$ cat src/hdl/crlfw_pkg.sv
// shared types and constants for the crlf expander with octet window
`default_nettype none
package crlfw_pkg;

	// octet codes
	localparam logic [7:0] CHAR_LF = 8'h0A;
	localparam logic [7:0] CHAR_CR = 8'h0D;
	localparam logic [7:0] CHAR_SP = 8'h20;

	// configuration register indexes
	localparam int         CFG_IDX_W        = 2;
	localparam logic [1:0] REG_NEWS_MODE    = 2'd0;
	localparam logic [1:0] REG_MESSAGE_SIZE = 2'd1;
	localparam logic [1:0] REG_PARTIAL_START = 2'd2;
	localparam logic [1:0] REG_PARTIAL_COUNT = 2'd3;
	localparam int         CFG_DATA_W       = 32;

	// queue between front and back
	localparam int QDEPTH = 4;
	localparam int QPTR_W = $clog2(QDEPTH);
	localparam int QCNT_W = QPTR_W + 1;

	// one queued item: one or two result octets
	typedef struct packed {
		logic       two;        // CR goes out before last_byte
		logic [7:0] last_byte;  // final octet of this item
		logic       done;       // final octet uses up the length
	} entry_t;

endpackage
`default_nettype wire

$ cat src/hdl/crlfw_queue.sv
// short item queue between the classifying front and the output back
`default_nettype none
module crlfw_queue
	import crlfw_pkg::*;
(
	input  wire logic   clk,
	input  wire logic   arst_n,
	input  wire logic   push,
	input  wire entry_t push_entry,
	output logic        full,
	input  wire logic   pop,
	output entry_t      head,
	output logic        not_empty
);

	entry_t              mem_q [QDEPTH];
	logic [QPTR_W-1:0]   wr_ptr_q;
	logic [QPTR_W-1:0]   rd_ptr_q;
	logic [QCNT_W-1:0]   count_q;

	assign full      = (count_q == QCNT_W'(QDEPTH));
	assign not_empty = (count_q != '0);
	assign head      = mem_q[rd_ptr_q];

	// storage
	always_ff @(posedge clk) begin
		if (push) begin
			mem_q[wr_ptr_q] <= push_entry;
		end
	end

	// pointers and fill count
	always_ff @(posedge clk or negedge arst_n) begin
		if (!arst_n) begin
			wr_ptr_q <= '0;
			rd_ptr_q <= '0;
			count_q  <= '0;
		end else begin
			if (push) begin
				wr_ptr_q <= wr_ptr_q + 1'b1;
			end
			if (pop) begin
				rd_ptr_q <= rd_ptr_q + 1'b1;
			end
			if (push && !pop) begin
				count_q <= count_q + 1'b1;
			end else if (pop && !push) begin
				count_q <= count_q - 1'b1;
			end
		end
	end

`ifndef SYNTHESIS
	// fill count stays in range and tracks the pointers
	a_count_range: assert property (@(posedge clk) disable iff (!arst_n)
		count_q <= QCNT_W'(QDEPTH))
		else $error("queue count out of range");
	a_ptr_match: assert property (@(posedge clk) disable iff (!arst_n)
		(wr_ptr_q - rd_ptr_q) == count_q[QPTR_W-1:0])
		else $error("queue pointers disagree with count");
`endif

endmodule
`default_nettype wire

$ cat src/hdl/crlfw_front.sv
// front: config registers, window counters and item classification
`default_nettype none
module crlfw_front
	import crlfw_pkg::*;
(
	input  wire logic                  clk,
	input  wire logic                  arst_n,
	input  wire logic                  cfg_we,
	input  wire logic [CFG_IDX_W-1:0]  cfg_index,
	input  wire logic [CFG_DATA_W-1:0] cfg_data,
	input  wire logic                  in_valid,
	output logic                       in_stall,
	input  wire logic                  op,
	input  wire logic [7:0]            data_byte,
	input  wire logic                  first_item,
	input  wire logic                  q_full,
	output logic                       q_push,
	output entry_t                     q_entry
);

	logic        news_mode_q;
	logic [31:0] message_size_q;
	logic [31:0] partial_start_q;
	logic [31:0] partial_count_q;
	logic [31:0] skip_q;
	logic [31:0] bytes_q;

	logic        accept;
	logic [31:0] ld_skip;
	logic [31:0] ld_len;
	logic [31:0] base_len;
	logic [31:0] s_eff;
	logic [31:0] b_eff;
	logic        two_oct;
	logic [1:0]  n_oct;
	logic [1:0]  n_skip;
	logic [1:0]  n_cand;
	logic [1:0]  n_emit;

	assign in_stall = q_full;
	assign accept   = in_valid && !q_full;

	// configuration writes
	always_ff @(posedge clk or negedge arst_n) begin
		if (!arst_n) begin
			news_mode_q     <= 1'b0;
			message_size_q  <= '0;
			partial_start_q <= '0;
			partial_count_q <= '0;
		end else if (cfg_we) begin
			case (cfg_index)
				REG_NEWS_MODE:     news_mode_q     <= cfg_data[0];
				REG_MESSAGE_SIZE:  message_size_q  <= cfg_data;
				REG_PARTIAL_START: partial_start_q <= cfg_data;
				REG_PARTIAL_COUNT: partial_count_q <= cfg_data;
				default: ;
			endcase
		end
	end

	// counter load values
	always_comb begin
		base_len = (message_size_q < partial_start_q) ? 32'd0
			: (message_size_q - partial_start_q + 32'd1);
		if (partial_start_q == '0) begin
			ld_skip = '0;
			ld_len  = message_size_q;
		end else begin
			ld_skip = partial_start_q - 32'd1;
			ld_len  = (base_len > partial_count_q) ? partial_count_q : base_len;
		end
	end

	// classify the item against the window
	always_comb begin
		s_eff   = first_item ? ld_skip : skip_q;
		b_eff   = first_item ? ld_len : bytes_q;
		two_oct = !op && news_mode_q && (data_byte == CHAR_LF);
		n_oct   = two_oct ? 2'd2 : 2'd1;
		// padding ignores the skip counter
		if (op || s_eff == '0) begin
			n_skip = 2'd0;
		end else if (two_oct && s_eff != 32'd1) begin
			n_skip = 2'd2;
		end else begin
			n_skip = 2'd1;
		end
		n_cand = n_oct - n_skip;
		if (b_eff == '0) begin
			n_emit = 2'd0;
		end else if (b_eff == 32'd1) begin
			n_emit = (n_cand != 2'd0) ? 2'd1 : 2'd0;
		end else begin
			n_emit = n_cand;
		end
	end

	// queue entry: last octet is LF for an expanded line end, or CR when the length ends after the CR
	always_comb begin
		q_push            = accept && (n_emit != 2'd0);
		q_entry.two       = (n_emit == 2'd2);
		q_entry.done      = (b_eff == {30'd0, n_emit});
		if (op) begin
			q_entry.last_byte = CHAR_SP;
		end else if (two_oct) begin
			q_entry.last_byte = (n_skip == 2'd0 && n_emit == 2'd1) ? CHAR_CR : CHAR_LF;
		end else begin
			q_entry.last_byte = data_byte;
		end
	end

	// window counters
	always_ff @(posedge clk or negedge arst_n) begin
		if (!arst_n) begin
			skip_q  <= '0;
			bytes_q <= '0;
		end else if (accept) begin
			skip_q  <= s_eff - {30'd0, n_skip};
			bytes_q <= b_eff - {30'd0, n_emit};
		end
	end

`ifndef SYNTHESIS
	// without a load the counters only run down
	a_no_growth: assert property (@(posedge clk) disable iff (!arst_n)
		accept && !first_item |=> skip_q <= $past(skip_q) && bytes_q <= $past(bytes_q))
		else $error("window counter grew without a load");
	// a section end leaves no length behind
	a_done_zero: assert property (@(posedge clk) disable iff (!arst_n)
		q_push && q_entry.done |=> bytes_q == '0)
		else $error("section end with length left");
`endif

endmodule
`default_nettype wire

$ cat src/hdl/crlfw_back.sv
// back: drains queued items into the registered result channel
`default_nettype none
module crlfw_back
	import crlfw_pkg::*;
(
	input  wire logic   clk,
	input  wire logic   arst_n,
	input  wire entry_t head,
	input  wire logic   q_not_empty,
	output logic        q_pop,
	output logic        out_valid,
	input  wire logic   out_stall,
	output logic [7:0]  out_byte,
	output logic        run_end,
	output logic        section_done
);

	logic       out_valid_q;
	logic [7:0] out_byte_q;
	logic       run_end_q;
	logic       section_done_q;
	logic       phase_q;
	logic       load;
	logic       cr_first;

	assign load     = !out_valid_q || !out_stall;
	assign cr_first = head.two && !phase_q;
	assign q_pop    = load && q_not_empty && !cr_first;

	// control
	always_ff @(posedge clk or negedge arst_n) begin
		if (!arst_n) begin
			out_valid_q <= 1'b0;
			phase_q     <= 1'b0;
		end else if (load) begin
			out_valid_q <= q_not_empty;
			if (q_not_empty) begin
				phase_q <= cr_first;
			end
		end
	end

	// result payload
	always_ff @(posedge clk) begin
		if (load && q_not_empty) begin
			if (cr_first) begin
				out_byte_q     <= CHAR_CR;
				run_end_q      <= 1'b0;
				section_done_q <= 1'b0;
			end else begin
				out_byte_q     <= head.last_byte;
				run_end_q      <= 1'b1;
				section_done_q <= head.done;
			end
		end
	end

	assign out_valid    = out_valid_q;
	assign out_byte     = out_byte_q;
	assign run_end      = run_end_q;
	assign section_done = section_done_q;

`ifndef SYNTHESIS
	// the second half of a line end is still queued
	a_phase_head: assert property (@(posedge clk) disable iff (!arst_n)
		phase_q |-> q_not_empty && head.two)
		else $error("line end half without queued item");
`endif

endmodule
`default_nettype wire

$ cat src/hdl/crlf_expander_with_octet_window_top.sv
// top level of the crlf expander with octet window
//
// channel  direction  handshake           payload
// in       input      in_valid/in_stall   op, data_byte, first_item
// out      output     out_valid/out_stall out_byte, run_end, section_done
// cfg      input      cfg_we              cfg_index, cfg_data
//
// one item is taken per cycle while not stalled; the front settles its window counters in that cycle
// results leave through one output register at one per cycle while out_stall is low, so an expanded
// line end holds the back while it sends the CR and then the LF, and a four-entry queue absorbs it
// first result of an item enters the queue when it is taken and then loads into the output register
// arst_n clears counters, config, queue and output valid; no clearing pass
// in_stall rises only when the queue is full; out_stall freezes the output register
`default_nettype none
module crlf_expander_with_octet_window_top
	import crlfw_pkg::*;
(
	input  wire logic                  clk,
	input  wire logic                  arst_n,
	input  wire logic                  cfg_we,
	input  wire logic [CFG_IDX_W-1:0]  cfg_index,
	input  wire logic [CFG_DATA_W-1:0] cfg_data,
	input  wire logic                  in_valid,
	output logic                       in_stall,
	input  wire logic                  op,
	input  wire logic [7:0]            data_byte,
	input  wire logic                  first_item,
	output logic                       out_valid,
	input  wire logic                  out_stall,
	output logic [7:0]                 out_byte,
	output logic                       run_end,
	output logic                       section_done
);

	logic   q_full;
	logic   q_push;
	logic   q_pop;
	logic   q_not_empty;
	entry_t q_entry;
	entry_t q_head;

	// classify and count
	crlfw_front u_front (
		.clk        (clk),
		.arst_n     (arst_n),
		.cfg_we     (cfg_we),
		.cfg_index  (cfg_index),
		.cfg_data   (cfg_data),
		.in_valid   (in_valid),
		.in_stall   (in_stall),
		.op         (op),
		.data_byte  (data_byte),
		.first_item (first_item),
		.q_full     (q_full),
		.q_push     (q_push),
		.q_entry    (q_entry)
	);

	// decoupling queue
	crlfw_queue u_queue (
		.clk        (clk),
		.arst_n     (arst_n),
		.push       (q_push),
		.push_entry (q_entry),
		.full       (q_full),
		.pop        (q_pop),
		.head       (q_head),
		.not_empty  (q_not_empty)
	);

	// result output
	crlfw_back u_back (
		.clk          (clk),
		.arst_n       (arst_n),
		.head         (q_head),
		.q_not_empty  (q_not_empty),
		.q_pop        (q_pop),
		.out_valid    (out_valid),
		.out_stall    (out_stall),
		.out_byte     (out_byte),
		.run_end      (run_end),
		.section_done (section_done)
	);

endmodule
`default_nettype wire
$ cat config.mk
export PLATFORM = sky130hd
export DESIGN_NAME = crlf_expander_with_octet_window_top
export DESIGN_NICKNAME = d
export VERILOG_FILES = /design/src/hdl/crlfw_pkg.sv /design/src/hdl/crlfw_queue.sv /design/src/hdl/crlfw_front.sv /design/src/hdl/crlfw_back.sv /design/src/hdl/crlf_expander_with_octet_window_top.sv
export SDC_FILE = /design/constraint.sdc
export NUM_CORES = 1
export LEC_CHECK = 0
export BUFFER_PORTS_ARGS = -buffer_cell sky130_fd_sc_hd__buf_2
export CAP_MARGIN = 5
export CORE_ASPECT_RATIO = 2
export CORE_MARGIN = 5
export CORE_UTILIZATION = 45
export CTS_CLUSTER_SIZE = 40
export DETAILED_ROUTE_END_ITERATION = 6
export GPL_ROUTABILITY_DRIVEN = 1
export PLACE_DENSITY_LB_ADDON = 0.3
export SYNTH_ARGS = -nofsm -noshare
export SYNTH_HDL_FRONTEND = slang
export SYNTH_SLANG_ARGS = --single-unit
export TNS_END_PERCENT = 30
$ cat constraint.sdc
create_clock -name clk -period 10.1 [get_ports clk]
set_input_delay 0 -clock clk [delete_from_list [all_inputs] [get_ports clk]]
set_output_delay 0 -clock clk [all_outputs]
set_load 0.05 [all_outputs]
# After elaboration in Yosys (flattened, before gate mapping)
# Memory sizes are Yosys's and may differ from the RTL's.
# Index checks and enable logic that the tools add are counted.
word_totals:
  ff_bits: 180
  mem_bits_rw: 40
  input_bits: 49
  wordCells: 92
  n_memories: 1
classes:
  n_addsub: 10
  n_lt_le_gt_ge: 2
  n_eq_ne: 10
  mux: 20
  reduce_logical: 35
mem_list:
  columns: ["name", "depth", "width", "rd", "rd_ports_with_merged_regs", "wr", "line", "rtl"]
  rows:
  - ["u_queue.mem_q", 4, 10, 1, 0, 1, "crlfw_queue.sv:16", "entry_t mem_q [QDEPTH];"]
op_table:
  columns: ["operator", "n"]
  rows:
  - ["$mux W32", 6]
  - ["$logic_not A32 Y1", 3]
  - ["$sub A32 B2 Y32", 2]
  - ["$add A32 B1 Y32 const B", 1]
  - ["$eq A32 B1 Y1 const B", 1]
  - ["$eq A32 B2 Y1", 1]
  - ["$gt A32 B32 Y1", 1]
  - ["$lt A32 B32 Y1", 1]
  - ["$ne A32 B1 Y1 const B", 1]
  - ["$sub A32 B1 Y32 const B", 1]
  - ["$sub A32 B32 Y32", 1]
  - ["$mux W8", 2]
  - ["$logic_and A1 B1 Y1", 11]
  - ["$mux W2", 5]
  - ["$reduce_and A2 Y1", 5]
  - ["$mux W3", 3]
  - ["$eq A8 B4 Y1 const B", 1]
  - ["$logic_not A1 Y1", 8]
  - ["$eq A2 B2 Y1 const B", 3]
  - ["$reduce_bool A2 Y1", 3]
  - ["$add A2 B1 Y2 const B", 2]
  - ["$eq A2 B1 Y1 const B", 2]
  - ["$logic_not A2 Y1", 2]
  - ["$mux W1", 4]
  - ["other kinds (6)", 7]

# Depth between registers and ports, before layout
logic_depth:
  word_depth: 18
  depth_mapped: 39

# By module
# From an unflattened synthesis, not the netlist that was laid out.
unflattened:
  cells_unflattened: 1722
  hier_area_um2: 16158.0
by_module_without_submodules:
  columns: ["module", "n_inst", "cells_per_inst", "area_each_um2", "seq_area_each_um2"]
  rows:
  - ["crlfw_front", 1, 1608, 13830.8, 4028.9]
  - ["crlfw_queue", 1, 86, 1841.8, 1376.3]
  - ["crlfw_back", 1, 28, 485.5, 350.3]

# Least setup slack after synthesis
# Ideal clock, no wire load.
synth_path:
  path_kind: "reg-to-reg"
  from: "reg u_front.partial_start_q[4]"
  to: "reg u_front.bytes_q[30]"
  setup_ns: 0.083
  arrival_time_ns: 7.698
  setup_slack_ns: 2.320
  path_stages_with_launch: 37
  synth_period_minus_slack_ns: 7.780
  path_cell_list: "dfrtp_1 clkbuf_1 inv_1 ha_1 fa_1 nand3_1 nand2_1 o2111ai_1 a21oi_1 nor2_1 clkbuf_1 buf_1 buf_1 nor2_1 ha_1 a21oi_1 nand2_1 a221o_1 o31a_1 or2_2 clkbuf_1 a31o_2 o21bai_1 a2111oi_0 nor3b_1 and4_1 buf_2 nand2_1 a22oi_1 ha_1 inv_1 fa_1 nor4_1 buf_2 nand4_1 xor2_1 o21ai_0"
synth_via:
  elab_chain_cells: 13
synth_lines:
  columns: ["item", "line", "rtl"]
  rows:
  - ["start, declared", "crlfw_front.sv:23", "logic [31:0] partial_start_q;"]
  - ["start signal, assigned", "crlfw_front.sv:54", "REG_PARTIAL_START: partial_start_q <= cfg_data;"]
  - ["parallel branches: the longest is 12 deep, another holds $sub A32 B32 Y32", null, null]
  - ["$sub A32 B2 Y32 *", "crlfw_front.sv:119", "bytes_q <= b_eff - {30'd0, n_emit};"]
  - ["end signal, assigned", "crlfw_front.sv:119", null]
  - ["end, declared", "crlfw_front.sv:26", "logic [31:0] bytes_q;"]
# Mark *: on every way between the ends.
# A chain may end at the register's enable or synchronous reset.

# Worst setup path in the final report
layout_path:
  from: "reg u_front.partial_start_q[4]"
  to: "reg u_front.bytes_q[20]"
# The elaborated chain is that of the path after synthesis.

==> flow_results.org <==
** CTS
- Clock sink total :: 220
- Cell at the root of the clock tree :: sky130_fd_sc_hd__clkbuf_16
- CTS Buf Count :: 23
- Clock latency at the later pin of the worst-skew pair :: 550 ps
- The clock passes through at most 3 buffers.
- Post-CTS timing repair inserted 0 buffers for setup.
- In this run the number of H-tree levels came out at 1.
- # resized after CTS :: 0
- After clock tree synthesis, the clock-pin slew on the worst setup and hold paths is about 70 ps.
- TritonCTS built the clock tree.

** Floorplanning
- The die is 146 microns wide.
- The die is about 280 microns tall.
- Once the floorplan was initialized, standard cells occupied a little under half of the core.
- The die covers around 0.041 sq mm.
- For this design the top-level I/O count stands at 61.
- The floorplan has ~100 rows.
- In this run the standard cell core region covers 0.0364 sq mm.

** Route
- Routed wirelength normalized by instance count :: 23.2 microns
- Across all layers, the routed design uses 14.6k vias.
- Antenna Nets Post-Route :: 0
- DRC violations left :: 0
- After detailed routing, the total wire length is 54800 microns.
- For this block, the initial DRC count from the detailed router was approximately 1.0k.
- Detail-routed via count per cell :: 6.15
- TritonRoute pass-1 iters :: 5

** STA
- Tightest Pin Transition :: 1090 ps
- Count of final hold-check violations :: 0
- Final worst path period share :: 93.8%
- Adding up every negative setup slack in the final design gives 0 ps.
- Between clock sinks in the finished design, the worst skew comes to 32.7 ps.
- Setup violations remaining at the end of the flow were counted as 0.
- Time the worst path needs with I/O delays and setup :: 9480 ps
- Setup repair after global routing left no endpoint under its margin.
- Relative slew slack :: 27.1%
- Post-route worst setup slack :: 622 ps
- For this run, the top clock speed supported by timing is 106 MHz.
- The final count of pins violating max slew is 0.

** Setup path
- Largest fanout on the critical path :: 25
- The critical path is of the reg2reg type.
- Critical path's largest stage delay :: 630 ps
- The worst register-to-register path has a depth of 32.
- Buffering stage count on the worst path with inverters included :: 4
- Among the stages of the critical path, the cell type that occurs most often is sky130_fd_sc_hd__ha_1.
- At the worst endpoint, the required time is 10570 ps.
- Worst path top cell family by delay :: simple AND/OR/NAND/NOR gates
- For flop-to-flop paths, the worst setup slack is 620 ps.
- Worst path slowest cell :: sky130_fd_sc_hd__a211oi_1
- For the worst setup path, the data arrival time is 9950 ps.
- The startpoint identified for the worst register-to-register timing path is u_front.partial_start_q[4].
- The worst register-to-register path ends at u_front.bytes_q[20].
- STA classifies the critical path endpoint as a register.
- Element type at the critical path start :: register

** Hold path
- In this run the worst hold path is classified as in2async.

** Yosys
- Share of the synthesized area in the top cell type :: between 20% and 30%
- Sorting the synthesized cells by area gives the leading types as sky130_fd_sc_hd__dfrtp_1, sky130_fd_sc_hd__edfxtp_1, sky130_fd_sc_hd__ha_1, sky130_fd_sc_hd__mux2_2, sky130_fd_sc_hd__nor2_1.
- Area leader, netlist :: sky130_fd_sc_hd__dfrtp_1
- During synthesis, Yosys emitted a total of 0 warnings.
- Most frequently used flop master after synthesis :: sky130_fd_sc_hd__dfrtp_1
- Share of the yosys chip area belonging to registers :: around a third
- Synth Instances :: 1819
- Counting flops and latches in the post-synthesis netlist gives 220.
- After synthesis, the mean cell area works out to 9.12 sq um.
- In this run, synthesis inferred 50 flip-flops with an integrated enable.
- Net count of the mapped netlist :: 1993
- Mapped Area :: 0.0166 sq mm
- Async S/R FF share, synth :: 77.3%
- Count of different cell masters after synthesis :: 94

** Layout
- Compared with the post-synthesis result, the final layout area differs by 11.6%.
- Leaving out filler cells and counting taps, the final layout contains 2366.
- # fillers :: roughly 3.4k
- The repair_antennas step left the layout with diodes totalling 0.
- After the last flow step, the layout net total stands at slightly above 2k.
- Of the cells placed in the final design, the portion with a size suffix greater than 1 is roughly 15%.

** Power and ir drop
- Registers are responsible for a little under 30% of the overall power.
- Clock network fraction of total power :: 16.5%
- Cell internal power was estimated by the tool at 2.61 mW.
- Psw :: 2.27 mW
- The share of total power dissipated in combinational logic is between 50 and 60%.
- Power density normalized to cell area :: 264 mW/mm^2
- Fraction of power spent switching nets :: 46.5%
- The worst-case IR drop observed on VDD is ~240 uV.
- Cell leakage power :: ~7.7 nW

** Job
- Max-cap violations in this run came to 0.

** Place
- Once detailed placement completed, the half-perimeter wirelength came to 42600 microns.
- Timing analysis after detailed placement gives a worst setup slack of approximately 800 ps.
- Number of instances in the placed design :: 2276
- Routability-driven placement finished with a final weighted congestion of slightly above 1.
- During placement, the flow inserted port buffers numbering 60.

** GRT
- Pin count of the biggest net entering global routing :: 114
- In the global route stage, overall resource usage came out at 26.2%.
- Overflow left after global routing :: 0
- Global-route wire length before repair :: roughly 85000 microns
- The number of antenna violations at the first check in global routing came to 0.
- The number of global-route vias before repair was around 15k.

** Outcome
- Status :: finished clean
==> worst reg2reg max path: cells and delay by family, from the launching register on <==
| kind | cells | cell delay (ps) |
|---|---|---|
| fa+ha+maj | 5 | 1620 |
| compound gates | 9 | 2680 |
| simple gates | 14 | 3920 |
| buf+inv | 4 | 630 |
| flops | 1 | 570 |
==> layout by cell type, fill, tap and decap left out, drive strengths merged, types with 23 or more instances in the layout <==
cell type	n
inv	127
and2	23
nand3	39
edfxtp	50
nor3	50
buf	94
nand2	150
nand4	40
mux2	103
dlygate4sd3	48
nor2b	45
nor4	28
a31oi	30
xnor2	65
a21oi	102
ha	106
clkbuf	26
o21ai	116
dfrtp	170
nor2	157
xor2	27
==> per-stage QoR <==
step	power (mW)	area [sq um]	util [%]	hold slack [ps]
after floorplan	3.25	16600	-	-296
after global placement	3.99	17300	47.6	48.4
after detailed placement	4.03	17300	47.6	52.6
after CTS	4.87	18500	50.8	61.2
after global routing	5.22	18500	50.8	124
final	4.88	18500	50.8	52.1
==> flip-flops by register name, indices dropped and copies added, names as in the netlist, 2 cells and up <==
register	cells
u_queue.count_q	3
u_front.skip_q	32
u_front.partial_start_q	32
u_queue.rd_ptr_q	2
u_front.partial_count_q	32
u_front.bytes_q	32
u_queue.mem_q	40
u_back.out_byte	8
u_queue.wr_ptr_q	2
u_front.message_size_q	32
==> layer usage <==
| metal | up-vias | GRT usage [%] | wire (microns) |
|---|---|---|---|
| met5 | - | 0 | 0 |
| met1 | 7049 | 27.7 | 19000 |
| met3 | 215 | 2.64 | 2620 |
| li1 | 6726 | - | - |
| met4 | 0 | 18.1 | 4430 |
| met2 | 571 | 48.5 | 28800 |
==> cell type report <==
cell class | instances | area, sq um | area share (%)
multi-input cells | 1382 | 9980 | 53.9
flip-flops and latches | 220 | 5760 | 31.1
repair buffers | 142 | 1040 | 5.64
clock buffers | 26 | 587 | 3.17
well taps | 454 | 568 | 3.07
inverters | 126 | 473 | 2.56
clock inverters | 16 | 98.8 | 0.534
==> cells in the mapped netlist (10+ instances only) <==
cell type,instances
sky130_fd_sc_hd__a211oi_1,11
sky130_fd_sc_hd__a21o_1,11
sky130_fd_sc_hd__a21oi_1,100
sky130_fd_sc_hd__a31oi_1,30
sky130_fd_sc_hd__and2_1,21
sky130_fd_sc_hd__and3_1,11
sky130_fd_sc_hd__buf_2,15
sky130_fd_sc_hd__clkbuf_1,61
sky130_fd_sc_hd__dfrtp_1,170
sky130_fd_sc_hd__edfxtp_1,50
sky130_fd_sc_hd__fa_1,19
sky130_fd_sc_hd__ha_1,106
sky130_fd_sc_hd__inv_1,126
sky130_fd_sc_hd__mux2_2,102
sky130_fd_sc_hd__mux4_2,10
sky130_fd_sc_hd__nand2_1,149
sky130_fd_sc_hd__nand2b_1,14
sky130_fd_sc_hd__nand3_1,39
sky130_fd_sc_hd__nand4_1,39
sky130_fd_sc_hd__nor2_1,156
sky130_fd_sc_hd__nor2b_1,45
sky130_fd_sc_hd__nor3_1,49
sky130_fd_sc_hd__nor4_1,25
sky130_fd_sc_hd__o211ai_1,13
sky130_fd_sc_hd__o21ai_0,113
sky130_fd_sc_hd__o31ai_1,17
sky130_fd_sc_hd__or2_2,14
sky130_fd_sc_hd__or3_1,10
sky130_fd_sc_hd__xnor2_1,65
sky130_fd_sc_hd__xor2_1,27
==> worst max path at each step <==
stage / startpoint / end / slack, ps / cells after the start
after floorplan: u_front.partial_start_q[4] / u_front.bytes_q[30] / 2320 / 36
after CTS: u_front.partial_start_q[4] / u_front.bytes_q[20] / 750 / 32
after global placement: u_front.partial_start_q[4] / u_front.bytes_q[20] / 990 / 32
final: u_front.partial_start_q[4] / u_front.bytes_q[20] / 620 / 32
after global routing: u_front.partial_start_q[4] / u_front.bytes_q[20] / 140 / 32
after detailed placement: u_front.partial_start_q[4] / u_front.bytes_q[20] / 810 / 32
==> timing repair <==
action | CTS | global route
endpoints found under the setup margin | 0 | 0
hold endpoints to repair | 208 | 0
hold buffers | 48 | 0
==> cells by family after synthesis <==
group                      share of synthesized area (%)
buffers and inverters                               5.30
muxes                                               8.78
and+or+nand+nor                                     19.4
DFF                                                 34.7
xor gates and xnor gates                            4.86
adders and majority gates                           10.3
AOI/OAI and AO/OA                                   16.6
==> power by group through the flow <==
| stage | Sequential [mW] | Combinational, mW | Clock [mW] |
|---|---|---|---|
| after global placement | 1.42 | 2.56 | 0 |
| after floorplan | 1.40 | 1.85 | 0 |
| after CTS | 1.42 | 2.63 | 0.827 |
| after global routing | 1.45 | 2.91 | 0.857 |
| final | 1.42 | 2.65 | 0.806 |
| after detailed placement | 1.43 | 2.60 | 0 |
Power figures use the tool's default switching activity.
